## src/hdl/ipc_pkg.sv

```systemverilog
// ----------------------------------------------------------------------------
// ipc_pkg
// Shared types and constants for the IP address text classifier.
// ----------------------------------------------------------------------------
package ipc_pkg;

  // ASCII codes the classifier cares about
  localparam logic [7:0] CHAR_DOT   = 8'h2E;
  localparam logic [7:0] CHAR_COLON = 8'h3A;
  localparam logic [7:0] CHAR_ZERO  = 8'h30;
  localparam logic [7:0] CHAR_NINE  = 8'h39;
  localparam logic [7:0] CHAR_LA    = 8'h61;
  localparam logic [7:0] CHAR_LF    = 8'h66;
  localparam logic [7:0] CHAR_UA    = 8'h41;
  localparam logic [7:0] CHAR_UF    = 8'h46;

  // group and separator limits
  localparam int unsigned DEC_MAX_VAL   = 255;
  localparam int unsigned DEC_MAX_LEN   = 3;
  localparam int unsigned HEX_MAX_LEN   = 4;
  localparam int unsigned DOTS_NEEDED   = 3;
  localparam int unsigned COLONS_NEEDED = 7;

  // token queue between front and back
  localparam int unsigned QDEPTH = 4;
  localparam int unsigned QPTR_W = $clog2(QDEPTH);
  localparam int unsigned QCNT_W = QPTR_W + 1;

  // character classes
  typedef enum logic [2:0] {
    CLS_DOT   = 3'd0,
    CLS_COLON = 3'd1,
    CLS_DEC   = 3'd2,
    CLS_HEX   = 3'd3,
    CLS_OTHER = 3'd4
  } char_cls_t;

  // result kinds
  typedef enum logic [1:0] {
    KIND_V4   = 2'd0,
    KIND_V6   = 2'd1,
    KIND_NONE = 2'd2
  } kind_t;

  // classified character word
  typedef struct packed {
    char_cls_t  cls;
    logic [3:0] digit;
    logic       last;
  } token_t;

endpackage

```

## src/hdl/ipc_front.sv

```systemverilog
// ----------------------------------------------------------------------------
// ipc_front
// Input side: classifies each character word into a token for the queue.
// ----------------------------------------------------------------------------
module ipc_front import ipc_pkg::*; (
  input  logic       in_valid,
  output logic       in_stall,
  input  logic [7:0] in_char_byte,
  input  logic       in_is_last,
  output logic       push_valid,
  input  logic       push_ready,
  output token_t     push_tok
);

  // character class decode
  always_comb begin
    push_tok.digit = in_char_byte[3:0];
    push_tok.last  = in_is_last;
    if (in_char_byte == CHAR_DOT) begin
      push_tok.cls = CLS_DOT;
    end else if (in_char_byte == CHAR_COLON) begin
      push_tok.cls = CLS_COLON;
    end else if (in_char_byte >= CHAR_ZERO && in_char_byte <= CHAR_NINE) begin
      push_tok.cls = CLS_DEC;
    end else if ((in_char_byte >= CHAR_LA && in_char_byte <= CHAR_LF) ||
                 (in_char_byte >= CHAR_UA && in_char_byte <= CHAR_UF)) begin
      push_tok.cls = CLS_HEX;
    end else begin
      push_tok.cls = CLS_OTHER;
    end
  end

  // handshake passes straight to the queue
  assign push_valid = in_valid;
  assign in_stall   = !push_ready;

endmodule

```

## src/hdl/ipc_queue.sv

```systemverilog
// ----------------------------------------------------------------------------
// ipc_queue
// Small token FIFO decoupling the classifier from the state tracker.
// ----------------------------------------------------------------------------
module ipc_queue import ipc_pkg::*; (
  input  logic   clk,
  input  logic   rst_n,
  input  logic   push_valid,
  output logic   push_ready,
  input  token_t push_tok,
  output logic   pop_valid,
  input  logic   pop,
  output token_t pop_tok
);

  token_t              tok_r [QDEPTH];
  logic [QPTR_W-1:0]   wr_ptr_r, wr_ptr_nxt;
  logic [QPTR_W-1:0]   rd_ptr_r, rd_ptr_nxt;
  logic [QCNT_W-1:0]   count_r, count_nxt;
  logic                do_push, do_pop;

  assign push_ready = (count_r != QCNT_W'(QDEPTH));
  assign pop_valid  = (count_r != '0);
  assign pop_tok    = tok_r[rd_ptr_r];
  assign do_push    = push_valid && push_ready;
  assign do_pop     = pop && pop_valid;

  // pointer and fill update
  always_comb begin
    wr_ptr_nxt = do_push ? wr_ptr_r + 1'b1 : wr_ptr_r;
    rd_ptr_nxt = do_pop  ? rd_ptr_r + 1'b1 : rd_ptr_r;
    count_nxt  = count_r;
    if (do_push && !do_pop) begin
      count_nxt = count_r + 1'b1;
    end else if (!do_push && do_pop) begin
      count_nxt = count_r - 1'b1;
    end
  end

  always_ff @(posedge clk) begin
    if (!rst_n) begin
      wr_ptr_r <= '0;
      rd_ptr_r <= '0;
      count_r  <= '0;
    end else begin
      wr_ptr_r <= wr_ptr_nxt;
      rd_ptr_r <= rd_ptr_nxt;
      count_r  <= count_nxt;
    end
  end

  // storage, no reset needed
  always_ff @(posedge clk) begin
    if (do_push) begin
      tok_r[wr_ptr_r] <= push_tok;
    end
  end

endmodule

```

## src/hdl/ipc_back.sv

```systemverilog
// ----------------------------------------------------------------------------
// ipc_back
// Tracks the dotted and colon readings per token and registers the verdict.
// ----------------------------------------------------------------------------
module ipc_back import ipc_pkg::*; (
  input  logic       clk,
  input  logic       rst_n,
  input  logic       tok_valid,
  output logic       tok_pop,
  input  token_t     tok,
  output logic       out_valid,
  input  logic       out_stall,
  output logic [1:0] out_kind
);

  logic       dotted_ok_r, dotted_ok_nxt;
  logic       colon_ok_r, colon_ok_nxt;
  logic [2:0] dot_count_r, dot_count_nxt;
  logic [3:0] colon_count_r, colon_count_nxt;
  logic [2:0] dec_len_r, dec_len_nxt;
  logic [9:0] dec_val_r, dec_val_nxt;
  logic       dec_lz_r, dec_lz_nxt;
  logic [2:0] hex_len_r, hex_len_nxt;
  logic       out_valid_r, out_valid_nxt;
  kind_t      out_kind_r, out_kind_nxt;
  logic       dec_good_cur, dec_good_new, hex_good_cur, hex_good_new;
  logic       v4, v6, emit;

  function automatic logic dec_good(logic [2:0] len, logic lz, logic [9:0] val);
    dec_good = (len >= 3'd1) && (len <= 3'(DEC_MAX_LEN)) &&
               !(lz && len > 3'd1) && (val <= 10'(DEC_MAX_VAL));
  endfunction

  function automatic logic hex_good(logic [2:0] len);
    hex_good = (len >= 3'd1) && (len <= 3'(HEX_MAX_LEN));
  endfunction

  // a last word needs the output slot; other words always drain
  assign tok_pop = tok_valid && (!tok.last || !out_valid_r || !out_stall);
  assign emit    = tok_pop && tok.last;

  assign dec_good_cur = dec_good(dec_len_r, dec_lz_r, dec_val_r);
  assign hex_good_cur = hex_good(hex_len_r);

  // per-character update of both readings
  always_comb begin
    dotted_ok_nxt   = dotted_ok_r;
    colon_ok_nxt    = colon_ok_r;
    dot_count_nxt   = dot_count_r;
    colon_count_nxt = colon_count_r;
    dec_len_nxt     = dec_len_r;
    dec_val_nxt     = dec_val_r;
    dec_lz_nxt      = dec_lz_r;
    hex_len_nxt     = hex_len_r;
    case (tok.cls)
      CLS_DOT: begin
        if (!dec_good_cur) dotted_ok_nxt = 1'b0;
        if (dot_count_r != 3'd7) dot_count_nxt = dot_count_r + 3'd1;
        dec_len_nxt  = '0;
        dec_val_nxt  = '0;
        dec_lz_nxt   = 1'b0;
        colon_ok_nxt = 1'b0;
      end
      CLS_COLON: begin
        if (!hex_good_cur) colon_ok_nxt = 1'b0;
        if (colon_count_r != 4'd15) colon_count_nxt = colon_count_r + 4'd1;
        hex_len_nxt   = '0;
        dotted_ok_nxt = 1'b0;
      end
      CLS_DEC: begin
        if (dec_len_r == '0 && tok.digit == 4'd0) dec_lz_nxt = 1'b1;
        // value stays below 100 here, so times ten plus a digit fits
        if (dec_len_r < 3'(DEC_MAX_LEN)) begin
          dec_val_nxt = {dec_val_r[6:0], 3'b000} + {dec_val_r[8:0], 1'b0} +
                        {6'd0, tok.digit};
        end
        if (dec_len_r != 3'd7) dec_len_nxt = dec_len_r + 3'd1;
        if (hex_len_r != 3'd7) hex_len_nxt = hex_len_r + 3'd1;
      end
      CLS_HEX: begin
        dotted_ok_nxt = 1'b0;
        if (hex_len_r != 3'd7) hex_len_nxt = hex_len_r + 3'd1;
      end
      default: begin
        dotted_ok_nxt = 1'b0;
        colon_ok_nxt  = 1'b0;
      end
    endcase
  end

  // verdict on the state after the final character
  assign dec_good_new = dec_good(dec_len_nxt, dec_lz_nxt, dec_val_nxt);
  assign hex_good_new = hex_good(hex_len_nxt);
  assign v4 = dotted_ok_nxt && (dot_count_nxt == 3'(DOTS_NEEDED)) && dec_good_new;
  assign v6 = colon_ok_nxt && (colon_count_nxt == 4'(COLONS_NEEDED)) && hex_good_new;

  // output register
  always_comb begin
    out_kind_nxt  = out_kind_r;
    out_valid_nxt = out_valid_r && out_stall;
    if (emit) begin
      out_valid_nxt = 1'b1;
      out_kind_nxt  = v4 ? KIND_V4 : (v6 ? KIND_V6 : KIND_NONE);
    end
  end

  always_ff @(posedge clk) begin
    if (!rst_n || emit) begin
      dotted_ok_r   <= 1'b1;
      colon_ok_r    <= 1'b1;
      dot_count_r   <= '0;
      colon_count_r <= '0;
      dec_len_r     <= '0;
      dec_val_r     <= '0;
      dec_lz_r      <= 1'b0;
      hex_len_r     <= '0;
    end else if (tok_pop) begin
      dotted_ok_r   <= dotted_ok_nxt;
      colon_ok_r    <= colon_ok_nxt;
      dot_count_r   <= dot_count_nxt;
      colon_count_r <= colon_count_nxt;
      dec_len_r     <= dec_len_nxt;
      dec_val_r     <= dec_val_nxt;
      dec_lz_r      <= dec_lz_nxt;
      hex_len_r     <= hex_len_nxt;
    end
  end

  always_ff @(posedge clk) begin
    if (!rst_n) begin
      out_valid_r <= 1'b0;
    end else begin
      out_valid_r <= out_valid_nxt;
    end
  end

  always_ff @(posedge clk) begin
    out_kind_r <= out_kind_nxt;
  end

  assign out_valid = out_valid_r;
  assign out_kind  = out_kind_r;

`ifndef SYNTHESIS
  // a final word always lands in the output slot
  a_emit_shows: assert property (@(posedge clk) disable iff (!rst_n)
    emit |=> out_valid_r)
    else $error("final word did not produce a result");

  // readings restart after every string
  a_emit_clears: assert property (@(posedge clk) disable iff (!rst_n)
    emit |=> (dotted_ok_r && colon_ok_r && dot_count_r == '0 &&
              colon_count_r == '0 && dec_len_r == '0 && hex_len_r == '0))
    else $error("state not cleared after final word");

  // a final word is never taken while an undelivered result is stalled
  a_no_overwrite: assert property (@(posedge clk) disable iff (!rst_n)
    (out_valid_r && out_stall) |-> !emit)
    else $error("result overwritten while stalled");

  // counted group value stays within three digits
  a_dec_range: assert property (@(posedge clk) disable iff (!rst_n)
    dec_val_r <= 10'd999)
    else $error("decimal group value out of range");
`endif

endmodule

```

## src/hdl/ip_address_text_classifier_unit.sv

```systemverilog
// ----------------------------------------------------------------------------
// ip_address_text_classifier_unit
// Classifies an address string as IPv4, IPv6 or neither, one byte per word.
// ----------------------------------------------------------------------------
// Takes one character per cycle while in_stall is low, with in_is_last on
// the final byte; a kind word (0 IPv4, 1 IPv6, 2 neither) is registered once
// that byte has passed the four-entry token queue, which sits between the
// character classifier and the state tracker. The verdict sits in an output
// register, so a stalled result holds back only the next final byte while
// the queue keeps filling. No configuration, no clearing pass after reset.
module ip_address_text_classifier_unit import ipc_pkg::*; (
  input  logic       clk,
  input  logic       rst_n,
  input  logic       in_valid,
  output logic       in_stall,
  input  logic [7:0] in_char_byte,
  input  logic       in_is_last,
  output logic       out_valid,
  input  logic       out_stall,
  output logic [1:0] out_kind
);

  logic   push_valid, push_ready;
  token_t push_tok;
  logic   pop_valid, pop;
  token_t pop_tok;

  ipc_front u_front (
    .in_valid     (in_valid),
    .in_stall     (in_stall),
    .in_char_byte (in_char_byte),
    .in_is_last   (in_is_last),
    .push_valid   (push_valid),
    .push_ready   (push_ready),
    .push_tok     (push_tok)
  );

  ipc_queue u_queue (
    .clk        (clk),
    .rst_n      (rst_n),
    .push_valid (push_valid),
    .push_ready (push_ready),
    .push_tok   (push_tok),
    .pop_valid  (pop_valid),
    .pop        (pop),
    .pop_tok    (pop_tok)
  );

  ipc_back u_back (
    .clk       (clk),
    .rst_n     (rst_n),
    .tok_valid (pop_valid),
    .tok_pop   (pop),
    .tok       (pop_tok),
    .out_valid (out_valid),
    .out_stall (out_stall),
    .out_kind  (out_kind)
  );

endmodule
```

## config.mk

```make
export PLATFORM = sky130hd
export DESIGN_NAME = ip_address_text_classifier_unit
export DESIGN_NICKNAME = d
export VERILOG_FILES = /design/src/hdl/ipc_pkg.sv /design/src/hdl/ipc_front.sv /design/src/hdl/ipc_queue.sv /design/src/hdl/ipc_back.sv /design/src/hdl/ip_address_text_classifier_unit.sv
export SDC_FILE = /design/constraint.sdc
export NUM_CORES = 1
export LEC_CHECK = 0
export ABC_AREA = 1
export BUFFER_PORTS_ARGS = -buffer_cell sky130_fd_sc_hd__buf_2
export CELL_PAD_IN_SITES_DETAIL_PLACEMENT = 1
export CELL_PAD_IN_SITES_GLOBAL_PLACEMENT = 1
export CORE_ASPECT_RATIO = 0.8
export CORE_MARGIN = 5
export CORE_UTILIZATION = 50
export DETAILED_ROUTE_END_ITERATION = 10
export HOLD_SLACK_MARGIN = 0.02
export PLACE_DENSITY_LB_ADDON = 0.15
export REMOVE_ABC_BUFFERS = 1
export SKIP_CTS_REPAIR_TIMING = 1
export SLEW_MARGIN = 20
export SYNTH_ARGS = -nofsm -noshare
export SYNTH_HDL_FRONTEND = slang
export SYNTH_SLANG_ARGS = --single-unit
export TNS_END_PERCENT = 20
```

## constraint.sdc

```tcl
create_clock -name clk -period 4.1 [get_ports clk]
set_input_delay 0.205 -clock clk [delete_from_list [all_inputs] [get_ports clk]]
set_output_delay 0.205 -clock clk [all_outputs]
set_load 0.03 [all_outputs]
```

Word-level counts from Yosys, hierarchy flattened. Memory sizes are Yosys's and may differ from the RTL's. A register that Yosys moved wholly into a read port is not among the register bits. Index checks and enable logic that the tools add are counted.

Register bits: 36. Bits in latches: 0. Memory bits (writable): 32. Bits in read-only memories: 0. Output and inout bits: 4. Word-level logic and storage cells: 127. Memories kept: 1.

Add/sub/neg operators: 10. $mul: 0. Div/mod/pow operators: 0. Magnitude comparators: 19. Equal/unequal tests: 12. Shift-type cells: 0. Muxes and demuxes: 28. Bitwise logic cells: 0. Reduce and logical (&&, ||, !) cells: 44.

Memory list: u_queue.tok_r (depth 4, width 8, rd ports 1, clocked after memory_dff 1, wr ports 1, line ipc_queue.sv:16) `token_t tok_r [QDEPTH];`.

Operator list (count): 3-bit 2-to-1 mux (10); 1-bit logical AND (25); 10-bit by 8-bit <= comparator with 1-bit output, second input constant (2); 10-bit one-hot mux with 2 select lines (1); 8-bit by 6-bit == test with 1-bit output, second input constant (2); 8-bit by 7-bit >= comparator with 1-bit output, second input constant (2); 8-bit by 7-bit <= comparator with 1-bit output, second input constant (2); 3-bit by 1-bit adder with 3-bit output, second input constant (4); 3-bit by 1-bit >= comparator with 1-bit output, second input constant (4); 3-bit != test, second input constant (4); 3-bit one-hot mux with 2 select lines (2); 10-bit adder (1); 10-bit by 4-bit adder with 10-bit output (1); 10-bit 2-to-1 mux (1); 3-bit by 2-bit == test with 1-bit output, second input constant (3); 1-bit zero test (9); 8-bit by 6-bit >= comparator with 1-bit output, second input constant (1); 8-bit by 6-bit <= comparator with 1-bit output, second input constant (1); 4-bit 2-to-1 mux (2); 3-bit by 1-bit > comparator with 1-bit output, second input constant (2); 3-bit by 2-bit <= comparator with 1-bit output, second input constant (2); 3-bit <= comparator, second input constant (2); 3-bit zero test (2); 1-bit 2-to-1 mux (6); 14 further kinds (22).

Longest topological paths before layout. Gate-level depths: netlist (run 1).

Depth in word-level cells: 9. Depth in mapped cells: 21.

Modules after synthesis. A second synthesis (run 1) with hierarchy kept.

Cells, all modules: 518. Area total of the unflattened synthesis: 4036.4 um2.

Modules (own cells, without submodules): ipc_back (instances 1, cells each 334, area each 2149.6 um2); ipc_queue (instances 1, cells each 144, area each 1687.9 um2); ipc_front (instances 1, cells each 40, area each 198.9 um2).

Worst setup path before layout (run 1). Ideal clock, no wire load.

Path type: register to register. From: register (tool-made name). To: register u_back.out_kind_r[0], in the netlist u_back.out_kind[0], data pin. Setup time: 256 ps. Arrival time: 2538 ps. Required time: 3844 ps. Slack: 1306 ps. Stages on the path, launching flop included: 17. Path buffers: 2. Cell sequence: dfxtp_1 > buf_6 > buf_2 > nand2_1 > nand3_1 > nand2_1 > fa_1 > fa_1 > nand3b_1 > nand2_1 > nand3_1 > nand3_1 > nand3_1 > nand2_1 > nand3_1 > nor2_1 > nor2_1.

RTL lines: end signal: assignment (line ipc_back.sv:138) `out_kind_r <= out_kind_nxt;`; end: declaration (line ipc_back.sv:25) `kind_t out_kind_r, out_kind_nxt;`.

==> results of run 1 <==
## report_power, final
group	internal, uW	switching, uW
registers	896	163
logic	472	1040
clock network	283	283
## routing by layer
| layer | up-vias | track usage | share of wire |
|---|---|---|---|
| li1 | 1753 | - | - |
| met1 | 1668 | 0.2602 | 0.47 |
| met2 | 47 | 0.3529 | 0.49 |
| met3 | 4 | 0.04252 | 0.026 |
| met4 | 0 | 0.04458 | 0.0047 |
| met5 | - | 0 | 0 |
## cell usage in the layout (no fill, tap or decap), types with 4 or more instances in the layout
cell      count
nand2_1     133
inv_1        65
nor2_1       56
nand3_1      41
dfxtp_1      36
a21oi_1      34
edfxtp_1     34
ha_1         27
o21ai_0      25
buf_2        16
clkbuf_8      9
nand4_1       7
nand2_2       6
inv_2         5
nand3b_1      4
xor2_1        4
## path summary, 6_finish.rpt
| check | from | to |
|---|---|---|
| max | flop | u_back.out_kind[1] |
| min reg2reg | u_back.colon_ok_r | u_back.colon_ok_r |
| max reg2reg | flop | u_back.out_kind[1] |
| min | in_is_last | u_queue.tok_r[2][0] |
## metrics by stage
step	hold slack (ns)	instance area [sq um]	setup slack, ns	utilization
2_1_floorplan	0.3039	4039	1.175	-
3_3_place_gp	0.4297	4262	1.060	0.5339
3_5_place_dp	0.4441	4262	0.9422	0.5339
4_1_cts	0.07166	4458	0.9258	0.5585
5_1_grt	0.07364	4458	0.6859	0.5585
6_report	0.1012	4458	0.9364	0.5585
## kinds of logic after synthesis
logic type / synth area share
DFF: 0.4234
muxes: 0.002433
adders and majority gates: 0.09671
and+or+nand+nor: 0.2859
AOI/OAI and AO/OA: 0.09307
buffers and inverters: 0.08364
xor gates and xnor gates: 0.01490
## registers in the layout, indices dropped and copies added, names as in the netlist, named ones only
register              flops
u_queue.wr_ptr_r          2
u_back.hex_len_r          3
u_queue.tok_r            32
u_back.colon_count_r      4
u_back.out_valid          1
u_queue.count_r           3
u_back.dec_val_r         10
u_back.dec_lz_r           1
u_back.dotted_ok_r        1
u_back.dec_len_r          3
u_back.out_kind           2
u_back.colon_ok_r         1
u_back.dot_count_r        3
u_queue.rd_ptr_r          2
## final cells by class
class / count / area share
Tap cell: 108 / 0.03031
Multi-Input combinational cell: 373 / 0.4550
Sequential cell: 70 / 0.3907
Clock buffer: 9 / 0.02779
Inverter: 71 / 0.06034
Timing Repair Buffer: 17 / 0.01965
Clock inverter: 7 / 0.01628
## synth_stat cells (all sizes together)
cell type,number,area (sq um)
a21boi,1,7.510
buf,8,67.56
nor2,59,229.0
nand2,141,559.3
o21bai,1,7.510
a21o,1,7.510
fa,3,60.06
edfxtp,34,1021
nor3,4,25.02
o211ai,3,22.52
o21ai,29,148.9
clkbuf,2,7.510
a211oi,1,12.51
mux2i,1,10.01
dfxtp,36,720.7
nand3,46,270.3
xor2,4,35.03
nor4,3,18.77
a31oi,1,6.260
xnor2,3,26.28
a21oi,34,170.2
nand4,7,43.79
inv,71,269.0
ha,27,337.8
nand3b,4,30.03
==> summary.md, run 1 <==
| Metric | Value |
|---|---|
| CP Depth | `15` |
| Critical setup path kind | `flop to flop` |
| Clk sinks | `70` |
| Layout area overhead | `8.364%` |
| Worst Setup End Kind | `flop` |
| Die area | `10150 sq um` |
| Worst Reg-to-Reg Cells | `15` |
| Post-placement cell count | `639` |
| Final Hold Fails | `0` |
| P_leak | `0.002064 uW` |
| RSZ-0062 raised after global routing | `false` |
| Post-synthesis sequential area ratio | `0.4234` |
| Crit-path max FO | `11` |
| Worst VDD drop | `0.0003751 V` |
| R2R setup slack | `0.94 ns` |
| Post-Synthesis Cell Area | `4114 sq um` |
| Syn Area/Cell | `7.851 sq um` |
| Final HPWL DP | `7544 microns` |
| TritonCTS clock tree | `yes` |
| CP Cell Sequence | `buf_4, nand2_1, nand3_1, nand2_1, fa_1, fa_1, nand3b_1, nand2_1, nand3_1, nand3_1, nand3_1, nand2_1, nand3_1, nor2_1, nor2_1` |
| Row count | `29` |
| Yosys cell types | `37` |
| Final antenna-violating net count | `0` |
| Arrival @ worst endpoint | `3.26 ns` |
| Core area | `7983 sq um` |
| GR Util All Layers | `0.2023` |
| # H-tree levels | `3` |
| Post-route setup TNS | `0 ns` |
| Boundary Pins | `17` |
| First-pass GRT wire length | `16790 microns` |
| First drt pass iteration count | `4` |
| Via density per instance | `5.301` |
| Share of cells above drive strength 1 | `0.1042` |
| Die height | `91.13 microns` |
| Final min period | `3.164 ns` |
| Pwr Density | `704.2 nW/um^2` |
| Critical Path RT | `4.20 ns` |
| Clock Path Buffers | `2` |
| Final Skew | `0.009067 ns` |
| Filler cells | `1004` |
| Critical Path Max Stage Delay | `0.51 ns` |
| Initial Util | `0.5154` |
| Worst-Margin Slew | `0.7604 ns` |
| Overflow after GRT | `0` |
| Placer Congestion | `0.8377` |
| CTS root buffer | `clkbuf_8` |
| Crit share post-route | `0.7716` |
| Max Cap Violations | `0` |
| Hold Path Depth | `1` |
| Initial antenna violation count | `0` |
| Peak Freq | `316.1 MHz` |
| Status | `completed` |
| Crit path max-delay family | `simple AND/OR/NAND/NOR gates` |
| Final Non-Filler Cells | `655` |
| DR iter-0 viols | `168` |
| DR WL/cell | `15.29 microns` |
| Clk slew on worst S/H paths | `0.08 ns` |
| Setup-failing EPs final | `0` |
| Synth Instances | `524` |
| Clk_lat worst skew | `0.34 ns` |
| Post-Route WL | `10020 microns` |
| I/O Buffers | `16` |
| CTS Buf Count | `9` |
| Total Power | `3139 uW` |
| Setup crit start kind | `flop` |
| Yosys reg bits | `70` |
| Most frequent CP cell | `nand3_1` |
| Die width | `111.4 microns` |
| Final net count | `585` |
| Ant. Diodes | `0` |
| Slew Viols, Final | `0` |
| FF+latch area | `1742 sq um` |
| DRC | `0` |
| Slew Limit Headroom | `0.4912` |
| Crit path buf inv count | `1` |
| Area of the multi-input gates | `2028 sq um` |
| Synth Warn # | `0` |
| Pin count of the biggest net entering global routing | `26` |
| Slowest stage cell, crit path | `dfxtp_1` |
| Hold Crit Class | `input pin to flop` |
| Via count | `3472` |
| Vias in the first global route | `3495` |
(Power assumes the default switching activity.)
==> run 2, diff against run 1 <==
ABC_AREA = 0   (was 1)
CORE_UTILIZATION = 44   (was 50)
clock period = 2.6 ns   (was 4.1 ns; I/O delays follow)
==> run 2 against run 1 <==
  * The run now ends with negative setup slack left
  * Count of clock-buffer cells in the layout is 3 higher
  * Synthesized cell count is 30% lower
  * Sequential share of layout area is 0.83 points lower
  * Hold slack worse by 0.049 ns
  * Worst setup slack worse by 1.8 ns
  * Fmax is 8.4% lower
  * Sequential power is 32% higher
  * First-iteration DRC count is 20% lower
  * Wire length is 8.8% lower
  * Flip-flop and latch count stayed put
  * Largest power group unchanged
==> summary.md, run 2 <==
| Metric | Value |
|---|---|
| Via density per instance | `5.357 (+1.1%)` |
| Most frequent cell after synthesis | `dfxtp_1` |
| CTS root buffer | `clkbuf_8` |
| Final setup margin | `-0.8555 ns (-1.792 ns)` |
| # H-tree levels | `3 (unchanged)` |
| Ys flop type | `dfxtp_1` |
| Placer Congestion | `0.7738 (-7.6%)` |
| Ant. Diodes | `0 (unchanged)` |
| Crit-path max FO | `2 (-9)` |
| Hold Path Depth | `1 (unchanged)` |
| Core area | `8483 sq um (+6.3%)` |
| Sw frac | `0.3421 (-0.1321)` |
| Boundary Pins | `17 (unchanged)` |
| Biggest register | `u_queue.tok_r` |
| Peak Freq | `289.4 MHz (-8.4%)` |
| Clk slew on worst S/H paths | `0.07 ns (about the same)` |
| Post-placement cell count | `521 (-18%)` |
| CTS Buf Count | `9 (unchanged)` |
| Commonest non-fill, non-tap cell in the layout | `buf_4` |
| Reg2reg end | `u_back.out_kind[0]` |
| RSZ-0062 raised after global routing | `true` |
| XOR/XNOR Fraction of Synth Area | `0.02512 (+0.01022)` |
| Main combinational cell family by area after synthesis | `simple AND/OR/NAND/NOR gates` |
| Switch Pwr | `1341 uW (-9.9%)` |
| Max Cap Violations | `0 (unchanged)` |
| Yosys top cell area share | `0.2662 (+0.01806)` |
| Setup-failing EPs final | `7 (+7)` |
| Crit share post-route | `1.329 (+0.5574)` |
| Critical Path RT | `2.69 ns (-1.51 ns)` |
| Synth Warn # | `0 (unchanged)` |
| Biggest regs | `u_queue.tok_r: 32 flops, u_back.dec_val_r: 10 flops, u_back.colon_count_r: 4 flops` |
| Slew Limit Headroom | `0.6035 (+0.1123)` |
| Hold WS | `0.05203 ns (-0.04914 ns)` |
| Post-synthesis sequential area ratio | `0.4542 (+0.03080)` |
| Slew Viols, Final | `0 (unchanged)` |
| Met3 usage | `0.05498 (+0.01246)` |
| Worst Setup End Kind | `flop` |
| Seq pwr share | `0.358 (+0.021)` |
| Final Non-Filler Cells | `541 (-17%)` |
| TritonCTS clock tree | `yes` |
| Synth area leaders | `edfxtp_1 (27%), dfxtp_1 (19%), ha_1 (8.8%), a21oi_1 (3.8%), mux4_1 (3.4%)` |
| Clock Path Buffers | `2 (unchanged)` |
| Syn Area/Cell | `10.42 sq um (+33%)` |
| Vias in the first global route | `3052 (-13%)` |
| Synth async-reset ratio | `0 (unchanged)` |
| Clk pwr share | `0.250 (+0.070)` |
| Initial Util | `0.4521 (-0.06330)` |
| Pin count of the biggest net entering global routing | `16 (-38%)` |
| Clk sinks | `70 (unchanged)` |
| GR Layer Usage met1 | `0.2379 (-0.02229)` |
| Initial antenna violation count | `0 (unchanged)` |
| Worst Reg-to-Reg Cells | `12 (-3)` |
| Post-Synthesis Cell Area | `3835 sq um (-6.8%)` |
| DRC | `0 (unchanged)` |
| Row count | `30 (+3.4%)` |
| Status | `finished, violations left` |
| Met2 global-route usage | `0.3007 (-0.05223)` |
| Final HPWL DP | `6850 microns (-9.2%)` |
| Hold Crit Class | `input pin to flop` |
| Synth cell count leaders | `dfxtp_1 (36), nor2_1 (35), edfxtp_1 (34)` |
| Compound-Gate Fraction of Synth Area | `0.1237 (+0.03059)` |
| Final min period | `3.456 ns (+0.2919 ns)` |
| Final Hold Fails | `0 (unchanged)` |
| DR WL/cell | `16.89 microns (+10%)` |
| Share of cells above drive strength 1 | `0.2284 (+0.1242)` |
| Synth area leader | `edfxtp_1` |
| DR iter-0 viols | `135 (-20%)` |
| First drt pass iteration count | `4 (unchanged)` |
| Final antenna-violating net count | `0 (unchanged)` |
| Synth Instances | `368 (-30%)` |
| Mux contribution to synthesized area | `0.06493 (+0.06249)` |
| Setup crit start kind | `flop` |
| Dpl ws | `-0.9428 ns (-1.885 ns)` |
| R2R setup slack | `-0.86 ns (-1.79 ns)` |
| Worst hold path endpoint | `u_queue.tok_r[2][4]` |
| Final net count | `467 (-20%)` |
| I/O Buffers | `16 (unchanged)` |
| Total Power | `3919 uW (+25%)` |
| Post-Route WL | `9136 microns (-8.8%)` |
| Layout area overhead | `18.86%` |
| Pwr Density | `859.8 nW/um^2 (+22%)` |
| Yosys cell types | `57 (+54%)` |
| GR Util All Layers | `0.1841 (-0.01818)` |
| P_leak | `0.001798 uW (-13%)` |
| Final Core Density | `0.5373 (-0.02115)` |
| Filler cells | `942 (-6.2%)` |
| Hold Crit Start | `in_char_byte[3]` |
| Yosys reg bits | `70 (unchanged)` |
| First-pass GRT wire length | `15320 microns (-8.7%)` |
| Critical setup path kind | `flop to flop` |
| Comb pwr share | `0.392 (-0.090)` |
| Die width | `114.4 microns (+2.7%)` |
| Arrival @ worst endpoint | `3.55 ns (+0.29 ns)` |
| Via count | `2898 (-17%)` |
| Worst-Margin Slew | `0.5948 ns (-0.1656 ns)` |
| Post-synth EDFFs | `34 (unchanged)` |
| Post-synthesis adder-cell area fraction | `0.1038 (+0.007037)` |
| Die height | `93.50 microns (+2.6%)` |
| Final Skew | `0.01244 ns (+0.003378 ns)` |
| Die area | `10690 sq um (+5.3%)` |
| Number of flip-flops in the largest register | `32 (unchanged)` |
| Most frequent cells in the layout | `buf_4 (39), dfxtp_1 (35), nor2_1 (34), edfxtp_1 (34), nand2_1 (33)` |
| Internal power | `2578 uW (+56%)` |
| Synth Area in Simple Gates | `0.1840 (-0.1019)` |
| Clk_lat worst skew | `0.35 ns (about the same)` |
| Overflow after GRT | `0 (unchanged)` |
| Worst VDD drop | `0.0004542 V (+21%)` |
| Violated checks | `negative setup slack` |
| Most Crowded Layer GR | `met2` |
## run 2: layout make-up
cell class	count	area, sq um	share of cell area
tap	112	140.1	0.03074
clock buffer	12	145.1	0.03184
sequential	70	1743	0.3824
timing repair buffer	57	394.1	0.08647
inverter	22	82.58	0.01812
clock inverter	4	72.57	0.01592
multi-input combinational	264	1981	0.4345
## run 2: metal layers
layer  share of wire  routed length, microns
met1            0.49                    4473
met2            0.48                    4340
met3           0.024                     221
met4           0.011                     101
met5               0                       0
## run 2: power groups by stage
stage / combinational, uW / clock [uW] / sequential, uW
after detailed placement: 1450 / 0 / 1420
final: 1540 / 979 / 1400
after CTS: 1460 / 1010 / 1400
after global routing: 1690 / 1070 / 1420
after global placement: 1400 / 0 / 1410
after floorplan: 829 / 0 / 1440
## run 2: worst max-delay path by stage
stage,start,to,slack (ns),depth (start not counted)
floorplan,flop,u_back.out_kind[1],-1.01,12
CTS,flop,u_back.out_kind[1],-0.96,12
detailed placement,flop,u_back.out_kind[1],-0.94,12
finish,flop,u_back.out_kind[0],-0.86,12
global route,flop,u_back.out_kind[0],-0.97,12
global placement,flop,u_back.out_kind[1],-0.85,12
## run 2: logic make-up after synthesis
group           after synthesis
compound gates               73
mux                          13
buf+inv                      34
simple gates                137
fa+ha+maj                    30
xor+xnor                     11
flops                        70
## run 2: per-stage QoR
| stage | setup TNS (ns) | cell area (sq um) |
|---|---|---|
| 2_1_floorplan | -5.492 | 3747 |
| 3_3_place_gp | -3.394 | 4245 |
| 3_5_place_dp | -4.147 | 4245 |
| 4_1_cts | -4.282 | 4463 |
| 5_1_grt | -4.500 | 4558 |
| 6_report | -3.456 | 4558 |
## run 2: worst max-delay path, cell delays in order (launching register included)
cell	delay [ns]
dfxtp_2	0.35
mux4_2	0.52
inv_2	0.08
fa_1	0.45
inv_2	0.09
ha_4	0.20
a21oi_4	0.13
o21ai_2	0.07
or4_1	0.49
and3_1	0.20
a211o_2	0.27
o211ai_1	0.24
a21oi_1	0.11
==> run 3, diff against run 2 <==
TNS_END_PERCENT = unset   (was 20)
==> run 3 against run 2 <==
  * The flow still finishes with violations (negative setup slack)
  * Fmax is essentially flat
  * Largest cell class unchanged
  * Sequential power is essentially flat
  * Non-clock buffer count is the same
  * Global-route usage is the same
  * Critical endpoint unchanged
  * Worst setup slack lost 0.0023 ns
==> summary.md, run 3 (synthesis results as in run 2) <==
| Metric | Value |
|---|---|
| Pwr Density | `860.3 nW/um^2 (about the same)` |
| Post-Route WL | `9115 microns (-0.23%)` |
| Final HPWL DP | `6850 microns (unchanged)` |
| Clk sinks | `70 (unchanged)` |
| Crit-path max FO | `2 (unchanged)` |
| Commonest non-fill, non-tap cell in the layout | `buf_4` |
| Final Non-Filler Cells | `541 (unchanged)` |
| Boundary Pins | `17 (unchanged)` |
| Hold Crit Start | `in_char_byte[3]` |
| Setup crit start kind | `flop` |
| Peak Freq | `289.2 MHz (about the same)` |
| Crit share post-route | `1.330 (about the same)` |
| Critical Path RT | `2.69 ns (about the same)` |
| Max Cap Violations | `0 (unchanged)` |
| Ant. Diodes | `0 (unchanged)` |
| First drt pass iteration count | `4 (unchanged)` |
| Final net count | `467 (unchanged)` |
| Clk_lat worst skew | `0.35 ns (about the same)` |
| Hold Crit Class | `input pin to flop` |
| # H-tree levels | `3 (unchanged)` |
| Via density per instance | `5.355 (about the same)` |
| Slew Viols, Final | `0 (unchanged)` |
| Arrival @ worst endpoint | `3.55 ns (about the same)` |
| Final Hold Fails | `0 (unchanged)` |
| RSZ-0062 raised after global routing | `true` |
| Setup-failing EPs final | `7 (unchanged)` |
| Slew Limit Headroom | `0.6042 (+0.0007180)` |
| Overflow after GRT | `0 (unchanged)` |
| Post-placement cell count | `521 (unchanged)` |
| Hold WS | `0.04561 ns (-0.006413 ns)` |
| Number of flip-flops in the largest register | `32 (unchanged)` |
| Clk slew on worst S/H paths | `0.07 ns (about the same)` |
| Worst-Margin Slew | `0.5937 ns (-0.001077 ns)` |
| Final setup margin | `-0.8578 ns (-0.002301 ns)` |
| Final antenna-violating net count | `0 (unchanged)` |
| Placer Congestion | `0.7738 (unchanged)` |
| DRC | `0 (unchanged)` |
| Biggest register | `u_queue.tok_r` |
| Die width | `114.4 microns (unchanged)` |
| Worst Setup End Kind | `flop` |
| Violated checks | `negative setup slack` |
| Top Layer Used | `met4` |
| R2R setup slack | `-0.86 ns (about the same)` |
| Pin count of the biggest net entering global routing | `16 (unchanged)` |
| Row count | `30 (unchanged)` |
| Reg2reg end | `u_back.out_kind[0]` |
| Die area | `10690 sq um (unchanged)` |
| Status | `finished, violations left` |
| P_leak | `0.001797 uW (about the same)` |
| Initial antenna violation count | `0 (unchanged)` |
| DR WL/cell | `16.85 microns (-0.23%)` |
| Clock Path Buffers | `2 (unchanged)` |
| Met1 wire length | `4476 microns (about the same)` |
| DR iter-0 viols | `154 (+14%)` |
| Share of cells above drive strength 1 | `0.2308 (+0.002331)` |
| CTS root buffer | `clkbuf_8` |
| Final min period | `3.458 ns (+0.002301 ns)` |
| Layout area overhead | `18.92% (about the same)` |
| First-pass GRT wire length | `15320 microns (unchanged)` |
| GR Util All Layers | `0.1841 (unchanged)` |
| Biggest regs | `u_queue.tok_r: 32 flops, u_back.dec_val_r: 10 flops, u_back.colon_count_r: 4 flops` |
| Core area | `8483 sq um (unchanged)` |
| TritonCTS clock tree | `yes` |
| Worst hold path endpoint | `u_queue.tok_r[2][4]` |
| WL met3 | `214 microns (-3.2%)` |
| Vias in the first global route | `3052 (unchanged)` |
| Worst Reg-to-Reg Cells | `12 (unchanged)` |
| I/O Buffers | `16 (unchanged)` |
| Worst VDD drop | `0.0004558 V (+0.34%)` |
| Die height | `93.50 microns (unchanged)` |
| Met2 wire length | `4322 microns (-0.41%)` |
| Most frequent cells in the layout | `buf_4 (39), dfxtp_1 (35), edfxtp_1 (34)` |
| Dpl ws | `-0.9428 ns (unchanged)` |
| Final Skew | `0.01289 ns (+0.0004424 ns)` |
| Initial Util | `0.4521 (unchanged)` |
| Via count | `2897 (-0.035%)` |
| CTS Buf Count | `9 (unchanged)` |
| Critical setup path kind | `flop to flop` |
| Hold Path Depth | `1 (unchanged)` |
[run 3: cell counts in the layout (fill, tap and decap cells not counted)]
Identical to the previous run, type by type.
[run 3: worst max-delay path by stage]
| stage | start | endpoint | cells past startpoint |
|---|---|---|---|
| after CTS | flop | u_back.out_kind[1] | 12 |
| after global placement | flop | u_back.out_kind[1] | 12 |
| after global routing | flop | u_back.out_kind[0] | 12 |
| final | flop | u_back.out_kind[0] | 12 |
| after floorplan | flop | u_back.out_kind[1] | 12 |
| after detailed placement | flop | u_back.out_kind[1] | 12 |
[run 3: report_power, final]
group	leakage, uW	internal [uW]	switching [uW]	total (uW)
Sequential	0.000600	1310	93.7	1400
Combinational	0.00109	703	836	1540
Clock	0.000108	566	415	981
Total	0.00180	2580	1340	3920
[run 3: per-stage QoR]
stage	util	area, sq um	power, uW	TNS [ns]
2_1_floorplan	-	3747	2273	-5.492
3_3_place_gp	0.5004	4245	2807	-3.394
3_5_place_dp	0.5004	4245	2867	-4.147
4_1_cts	0.5261	4463	3872	-4.282
5_1_grt	0.5376	4561	4189	-4.487
6_report	0.5376	4561	3923	-3.453
[run 3: area by class of cell]
type | count | area, sq um
repair buffers | 57 | 394.1
multi-input cells | 264 | 1983
fillers | 941 | 3923
clock buffers | 12 | 145.1
clock inverters | 4 | 72.57
flip-flops and latches | 70 | 1743
inverters | 22 | 82.58
well taps | 112 | 140.1
[run 3: layer usage]
metal | up-vias | global-route usage
met1 | 1421 | 0.2379
li1 | 1447 | -
met2 | 22 | 0.3007
met3 | 7 | 0.05498
met5 | - | 0
met4 | 0 | 0.05045
[run 3: critical path, cell delays in order (launching register included)]
cell      delay (ns)
dfxtp_2         0.35
mux4_2          0.52
inv_2           0.08
fa_1            0.45
inv_2           0.09
ha_4            0.20
a21oi_4         0.13
o21ai_2         0.07
or4_1           0.49
and3_1          0.20
a211o_2         0.27
o211ai_1        0.24
a21oi_1         0.11
